[src/rtl/lmci_pkg.sv]
package lmci_pkg;

    // Default width of the idle counter that is actually used
    localparam int LMCI_COUNT_WIDTH = 32;

    // Quotient bits of idle*100/peak (always below 100)
    localparam int LMCI_Q_BITS   = 7;
    localparam int LMCI_CNT_BITS = $clog2(LMCI_Q_BITS);

    // Percent scale and smoothing rounding term
    localparam logic [6:0] LMCI_FULL_SCALE = 7'd100;
    localparam logic [8:0] LMCI_ROUND      = 9'd2;

    // Color band thresholds
    localparam logic [6:0] LMCI_TH_GREEN  = 7'd25;
    localparam logic [6:0] LMCI_TH_BLUE   = 7'd50;
    localparam logic [6:0] LMCI_TH_YELLOW = 7'd75;

    // Channel intensities
    localparam logic [5:0] LMCI_LVL_OFF    = 6'd0;
    localparam logic [5:0] LMCI_LVL_MAIN   = 6'd32;
    localparam logic [5:0] LMCI_LVL_YEL_G  = 6'd22;
    localparam logic [5:0] LMCI_LVL_RED    = 6'd40;

    typedef struct packed {
        logic [5:0] red;
        logic [5:0] green;
        logic [5:0] blue;
    } rgb_t;

    // Divider status seen by the sequencer
    typedef struct packed {
        logic busy;
        logic done;
    } div_status_t;

    // Pick the indicator color for a smoothed load
    function automatic rgb_t lmci_color(input logic [6:0] load);
        rgb_t c;
        c = '{red: LMCI_LVL_OFF, green: LMCI_LVL_OFF, blue: LMCI_LVL_OFF};
        if (load < LMCI_TH_GREEN) begin
            c.green = LMCI_LVL_MAIN;
        end else if (load < LMCI_TH_BLUE) begin
            c.blue = LMCI_LVL_MAIN;
        end else if (load < LMCI_TH_YELLOW) begin
            c.red   = LMCI_LVL_MAIN;
            c.green = LMCI_LVL_YEL_G;
        end else begin
            c.red = LMCI_LVL_RED;
        end
        return c;
    endfunction

endpackage

[src/rtl/lmci_div.sv]
module lmci_div #(
    parameter int COUNT_WIDTH = lmci_pkg::LMCI_COUNT_WIDTH
) (
    input  logic                                     aclk,
    input  logic                                     aresetn,
    input  logic                                     start,
    input  logic [COUNT_WIDTH+lmci_pkg::LMCI_Q_BITS-1:0] dividend,
    input  logic [COUNT_WIDTH-1:0]                   divisor,
    output logic [lmci_pkg::LMCI_Q_BITS-1:0]         quotient,
    output lmci_pkg::div_status_t                    status
);
    import lmci_pkg::*;

    localparam int NW = COUNT_WIDTH + LMCI_Q_BITS;

    logic [NW-1:0]            rem_reg, rem_next;
    logic [NW-1:0]            dvs_reg, dvs_next;
    logic [LMCI_Q_BITS-1:0]   q_reg, q_next;
    logic [LMCI_CNT_BITS-1:0] cnt_reg, cnt_next;
    logic                     busy_reg, busy_next;
    logic                     done_reg, done_next;
    logic                     fits;
    logic [NW-1:0]            diff;

    // Shared compare/subtract: one quotient bit per cycle
    assign fits = (rem_reg >= dvs_reg);
    assign diff = rem_reg - dvs_reg;

    always_comb begin
        rem_next  = rem_reg;
        dvs_next  = dvs_reg;
        q_next    = q_reg;
        cnt_next  = cnt_reg;
        busy_next = busy_reg;
        done_next = 1'b0;
        if (start) begin
            rem_next  = dividend;
            dvs_next  = NW'(divisor) << (LMCI_Q_BITS - 1);
            q_next    = '0;
            cnt_next  = LMCI_CNT_BITS'(LMCI_Q_BITS - 1);
            busy_next = 1'b1;
        end else if (busy_reg) begin
            rem_next = fits ? diff : rem_reg;
            dvs_next = dvs_reg >> 1;
            q_next   = {q_reg[LMCI_Q_BITS-2:0], fits};
            cnt_next = cnt_reg - 1'b1;
            if (cnt_reg == '0) begin
                busy_next = 1'b0;
                done_next = 1'b1;
            end
        end
    end

    always_ff @(posedge aclk) begin
        rem_reg <= rem_next;
        dvs_reg <= dvs_next;
        q_reg   <= q_next;
        if (!aresetn) begin
            cnt_reg  <= '0;
            busy_reg <= 1'b0;
            done_reg <= 1'b0;
        end else begin
            cnt_reg  <= cnt_next;
            busy_reg <= busy_next;
            done_reg <= done_next;
        end
    end

    assign quotient    = q_reg;
    assign status.busy = busy_reg;
    assign status.done = done_reg;

endmodule

[src/rtl/load_meter_color_indicator.sv]
// Load meter with color indicator. Each request on the slave side carries the
// idle count of one sample window (only the low COUNT_WIDTH bits are used);
// the block tracks the peak idle count, derives the load as
// 100 - floor(idle*100/peak), smooths it as (3*old + raw + 2)/4 and returns
// the smoothed percent with an RGB level set. After acceptance a request
// passes through setup, the 7 steps of the shared restoring divider, the
// divider hand-off and the update; when the division is skipped (peak zero
// or idle not below peak) it goes from setup straight to the update.
// s_tready is high only while no request is in work and returns in the same
// cycle in which the result is posted. A finished result waits in the output
// register until taken and holds the next update, which stalls the block for
// as long as m_tready stays low.
module load_meter_color_indicator #(
    parameter int COUNT_WIDTH = lmci_pkg::LMCI_COUNT_WIDTH
) (
    input  logic        aclk,
    input  logic        aresetn,
    input  logic        s_tvalid,
    output logic        s_tready,
    input  logic [31:0] s_tdata,   // [31:0] idle_count
    output logic        m_tvalid,
    input  logic        m_tready,
    output logic [31:0] m_tdata    // [6:0] smooth_load, [12:7] red_level,
                                   // [18:13] green_level, [24:19] blue_level
);
    import lmci_pkg::*;

    localparam int NW = COUNT_WIDTH + LMCI_Q_BITS;

    typedef enum logic [1:0] {
        S_IDLE,
        S_SETUP,
        S_DIV,
        S_OUT
    } state_t;

    state_t                  state_reg, state_next;
    logic [COUNT_WIDTH-1:0]  idle_reg, idle_next;
    logic [COUNT_WIDTH-1:0]  peak_reg, peak_next;
    logic                    skip_reg, skip_next;
    logic [6:0]              smooth_reg, smooth_next;
    logic                    mvalid_reg, mvalid_next;
    logic [31:0]             mdata_reg, mdata_next;

    logic [COUNT_WIDTH-1:0]  idle_in;
    logic [NW-1:0]           scaled;
    logic                    div_start;
    logic [LMCI_Q_BITS-1:0]  quot;
    div_status_t             div_st;
    logic [6:0]              raw;
    logic [8:0]              sum;
    logic [6:0]              smooth_new;
    rgb_t                    color;

    assign idle_in = s_tdata[COUNT_WIDTH-1:0];

    // idle * 100 as shift-and-add
    assign scaled = (NW'(idle_reg) << 6) + (NW'(idle_reg) << 5) + (NW'(idle_reg) << 2);

    lmci_div #(
        .COUNT_WIDTH(COUNT_WIDTH)
    ) u_div (
        .aclk    (aclk),
        .aresetn (aresetn),
        .start   (div_start),
        .dividend(scaled),
        .divisor (peak_reg),
        .quotient(quot),
        .status  (div_st)
    );

    // Raw load and smoothing
    assign raw        = skip_reg ? 7'd0 : (LMCI_FULL_SCALE - quot);
    assign sum        = {1'b0, smooth_reg, 1'b0} + 9'(smooth_reg) + 9'(raw) + LMCI_ROUND;
    assign smooth_new = sum[8:2];
    assign color      = lmci_color(smooth_new);

    // Sequencer
    always_comb begin
        state_next  = state_reg;
        idle_next   = idle_reg;
        peak_next   = peak_reg;
        skip_next   = skip_reg;
        smooth_next = smooth_reg;
        mvalid_next = mvalid_reg;
        mdata_next  = mdata_reg;
        div_start   = 1'b0;

        if (mvalid_reg && m_tready) begin
            mvalid_next = 1'b0;
        end

        case (state_reg)
            S_IDLE: begin
                if (s_tvalid) begin
                    idle_next  = idle_in;
                    if (idle_in > peak_reg) begin
                        peak_next = idle_in;
                    end
                    state_next = S_SETUP;
                end
            end
            S_SETUP: begin
                skip_next = (peak_reg == '0) || !(idle_reg < peak_reg);
                if ((peak_reg != '0) && (idle_reg < peak_reg)) begin
                    div_start  = 1'b1;
                    state_next = S_DIV;
                end else begin
                    state_next = S_OUT;
                end
            end
            S_DIV: begin
                if (div_st.done) begin
                    state_next = S_OUT;
                end
            end
            S_OUT: begin
                if (!mvalid_reg || m_tready) begin
                    smooth_next = smooth_new;
                    mvalid_next = 1'b1;
                    mdata_next  = {7'd0, color.blue, color.green, color.red, smooth_new};
                    state_next  = S_IDLE;
                end
            end
            default: begin
                state_next = S_IDLE;
            end
        endcase
    end

    always_ff @(posedge aclk) begin
        idle_reg  <= idle_next;
        skip_reg  <= skip_next;
        mdata_reg <= mdata_next;
        if (!aresetn) begin
            state_reg  <= S_IDLE;
            peak_reg   <= '0;
            smooth_reg <= '0;
            mvalid_reg <= 1'b0;
        end else begin
            state_reg  <= state_next;
            peak_reg   <= peak_next;
            smooth_reg <= smooth_next;
            mvalid_reg <= mvalid_next;
        end
    end

    assign s_tready = (state_reg == S_IDLE);
    assign m_tvalid = mvalid_reg;
    assign m_tdata  = mdata_reg;

endmodule

[config.mk]
export PLATFORM = sky130hd
export DESIGN_NAME = load_meter_color_indicator
export DESIGN_NICKNAME = d
export VERILOG_FILES = /design/src/rtl/lmci_pkg.sv /design/src/rtl/lmci_div.sv /design/src/rtl/load_meter_color_indicator.sv
export SDC_FILE = /design/constraint.sdc
export NUM_CORES = 1
export LEC_CHECK = 0
export ABC_AREA = 0
export CELL_PAD_IN_SITES_DETAIL_PLACEMENT = 0
export CELL_PAD_IN_SITES_GLOBAL_PLACEMENT = 1
export CORE_ASPECT_RATIO = 1.1
export CORE_MARGIN = 10
export CORE_UTILIZATION = 45
export CTS_BUF_LIST = sky130_fd_sc_hd__clkbuf_16
export CTS_CLUSTER_SIZE = 12
export DETAILED_ROUTE_END_ITERATION = 10
export DONT_BUFFER_PORTS = 1
export PLACE_DENSITY = 0.82
export SLEW_MARGIN = 15
export SYNTH_ARGS = -nofsm -noshare
export SYNTH_HDL_FRONTEND = slang
export SYNTH_SLANG_ARGS = --single-unit
[constraint.sdc]
create_clock -name aclk -period 7.8 [get_ports aclk]
set_clock_uncertainty 0.1 [all_clocks]
set_input_delay 0.39 -clock aclk [delete_from_list [all_inputs] [get_ports aclk]]
set_output_delay 0.39 -clock aclk [all_outputs]
set_load 0.02 [all_outputs]
==> qor.txt <==
hpwl dp: 26000 um
CTS tree: yes
final hold vios: 0
Sink Count: 176
max reg flops: 39
number of max-cap violations: 0
post-DR vias/cell: 5.72
dpl ws: 3.44 ns
cell area power density: 500 mW/mm^2
Critical path buffers and inverters: 2
status: completed
Rel. slew slack: 0.235
Tcrit/Tclk final: 0.554
CTS buffer count: 17
Antenna Nets Post-Route: 0
Iter 0 DRT Violations: 689
max incr delay on CP: 0.97 ns
synthesized area per cell: 9.00 um^2
vias in the first global route: 11100
fin cells: 1978
Clock Tree Buf Depth: 2
CP Capture Type: flop
cell mode on critical path: a21o_1
Synth top cells by count: ha_1 (153), nor2_1 (120), a21oi_1 (116), edfxtp_1 (116), inv_1 (115)
Flop pwr share: 0.246
class of the worst hold path: in2reg
number of port buffers: 0
WL per Instance: 17.6 um
Slew Limit Fails: 0
Skew-Pair Late Insertion Delay: 0.44 ns
H-Tree Depth: 4
Worst-path clk slew: 0.07 ns
maximum VDD drop: 0.202 mV
Total GRT Usage: 0.179
leakage: 6.26 nW
Clk pwr share: 0.114
P&R area growth vs syn: 8.97%
largest net degree at the start of global routing: 68
hold slack: 0.0488 ns
Cells on Worst Hold Path: 1
Comb power frac: 0.640
synthesized area: 0.0140 mm^2
chip width: 188 um
global-route wire length before repair: 57000 um
number of synthesized flops with an enable pin: 116
Layout Nets: 1775
Synth cell types: 72
fin crit period: 4.32 ns
Setup CP Type: reg2reg
total gr overflow: 0
setup TNS: 0 ns
CP top delay family: compound AO/OA/AOI/OAI gates
RSZ-0062 raised after global routing: false
ratio of cells with drive above 1 in the final layout: 0.0416
drc violations: 0
setup ws final: 3.48 ns
final WL: 34800 um
Fill cells: 2830
most used flip-flop cell after synthesis: edfxtp_1
Req. time, crit path: 7.83 ns
critical path arrival: 4.35 ns
GP Congestion: 0.864
Setup Fix Bufs, Post-CTS: 0
post-synth top area share: 0.249
area leader, netlist: edfxtp_1
crit path cell chain: inv_1, ha_1, a21o_1, a21o_1, a21o_1, a2111oi_0, o31ai_1, a21oi_1, nor3_1, a2111oi_0, o21ai_4, buf_4
Root Driver: clkbuf_16
FMAX: 0.231 GHz
post-synthesis async set-or-reset flop share: 0
initial core utilization: 0.457
die area: 0.0385 mm^2
cells after synthesis: 1553
Critical Path Stages: 12
Sw Pwr: 3.58 mW
Synth area leaders: edfxtp_1 (25%), ha_1 (14%), dfxtp_1 (8.6%)
Pre-antenna DRT Iters: 7
I/O pin count: 70
cell depth of the worst flop-to-flop path: 12
synthesis warning total: 0
top-count cell post-synth: ha_1
dpl cells: 1913
Internal: 4.04 mW
Core ar.: 0.0306 mm^2
critical path's slowest cell: a2111oi_0
initial antenna violation count: 0
Synth Register Bits: 176
number of diodes: 0
Worst setup SP type: flop
worst-path maximum fanout: 39
via count: 11300
Slew @ Worst Pin: 1.12 ns
post_cts resized: 0
Switching Fraction: 0.470
Rows: 67
final setup fails: 0
Seq/Total Area, Yosys: 0.335
die height: 205 um
==> power groups by stage <==
stage                     Clock [mW]  Combinational, mW  Sequential, mW
final                          0.869               4.88            1.87
after detailed placement           0               4.79            1.89
after global routing           0.925               5.48            1.92
after global placement             0               4.74            1.88
after CTS                      0.890               4.84            1.87
after floorplan                    0               3.79            1.80
==> placed cells by master (no fill, tap or decap), types with 6 or more instances in the layout <==
cell / netlist / routed
a211o_1: 6 / 6
a211oi_1: 7 / 7
a21o_1: 43 / 43
a21oi_1: 116 / 116
a31oi_1: 9 / 8
and2_1: 10 / 9
and3_1: 38 / 38
buf_4: 20 / 11
clkbuf_16: 0 / 19
conb_1: 1 / 18
dfxtp_1: 60 / 59
dlygate4sd3_1: 0 / 33
edfxtp_1: 116 / 116
fa_1: 35 / 35
ha_1: 153 / 153
inv_1: 115 / 115
mux2i_1: 26 / 26
nand2_1: 96 / 96
nand2b_1: 15 / 15
nand3_1: 85 / 85
nand4_1: 18 / 18
nor2_1: 120 / 120
nor2b_1: 16 / 14
nor3_1: 25 / 25
nor4_1: 13 / 13
o211ai_1: 6 / 6
o21a_1: 23 / 23
o21ai_0: 104 / 103
o21ai_1: 26 / 26
o31a_1: 6 / 6
o31ai_1: 10 / 10
or2_2: 6 / 6
or3_1: 7 / 7
or4_1: 32 / 32
xnor2_1: 35 / 35
xor2_1: 25 / 25
==> path summary, 6_finish.rpt <==
check                     from                 to  slack [ns]
max reg2reg  u_div.dvs_reg[20]  u_div.rem_reg[14]        3.48
min                    aresetn     u_div.done_reg        0.05
max          u_div.dvs_reg[20]  u_div.rem_reg[14]        3.48
min reg2reg  u_div.quotient[0]  u_div.quotient[0]        0.42
==> timing repair <==
item | 4_1_cts | 5_1_grt
hold endpoints to repair | 33 | 0
hold buffers | 33 | 0
setup endpoints to repair | 0 | 0
==> layout make-up <==
class / count / area [um^2] / area share
Tap cell: 414 / 518 / 0.0340
Timing Repair Buffer: 44 / 413 / 0.0271
Inverter: 115 / 432 / 0.0283
Clock inverter: 13 / 118 / 0.00772
Sequential cell: 176 / 4690 / 0.308
Multi-Input combinational cell: 1197 / 8590 / 0.564
Clock buffer: 19 / 475 / 0.0312
==> stage by stage <==
step	util	cell area [um^2]	power, mW
global placement	0.468	14300	6.62
finish	0.498	15200	7.62
detailed placement	0.468	14300	6.69
global route	0.498	15200	8.32
floorplan	-	14000	5.59
CTS	0.498	15200	7.61
==> worst reg2reg max path, delay by kind of cell (launching register included) <==
kind,cells,cell delay [ns]
AO/OA/AOI/OAI,8,2.66
buffers and inverters,2,0.39
adder cells (fa/ha/maj),1,0.38
flip-flops,1,0.38
AND/OR/NAND/NOR,1,0.09
==> cells by family (layout without fill, tap and decap cells) <==
family                     count (synthesis)  in the layout  synth area share
AOI/OAI and AO/OA                        405            405             0.182
xor gates and xnor gates                  60             60            0.0376
adders and majority gates                189            189             0.188
buffers and inverters                    197            191            0.0584
DFF                                      176            176             0.335
muxes                                     29             29            0.0210
other                                      1             18          0.000268
and+or+nand+nor                          496            496             0.178
==> routing by layer <==
layer	global-route usage	wire length, um
met5	0	0
met4	0.0658	891
met3	0.0274	1510
met2	0.292	16100
met1	0.235	16300
Note: power is estimated with default switching activity, not from simulation.
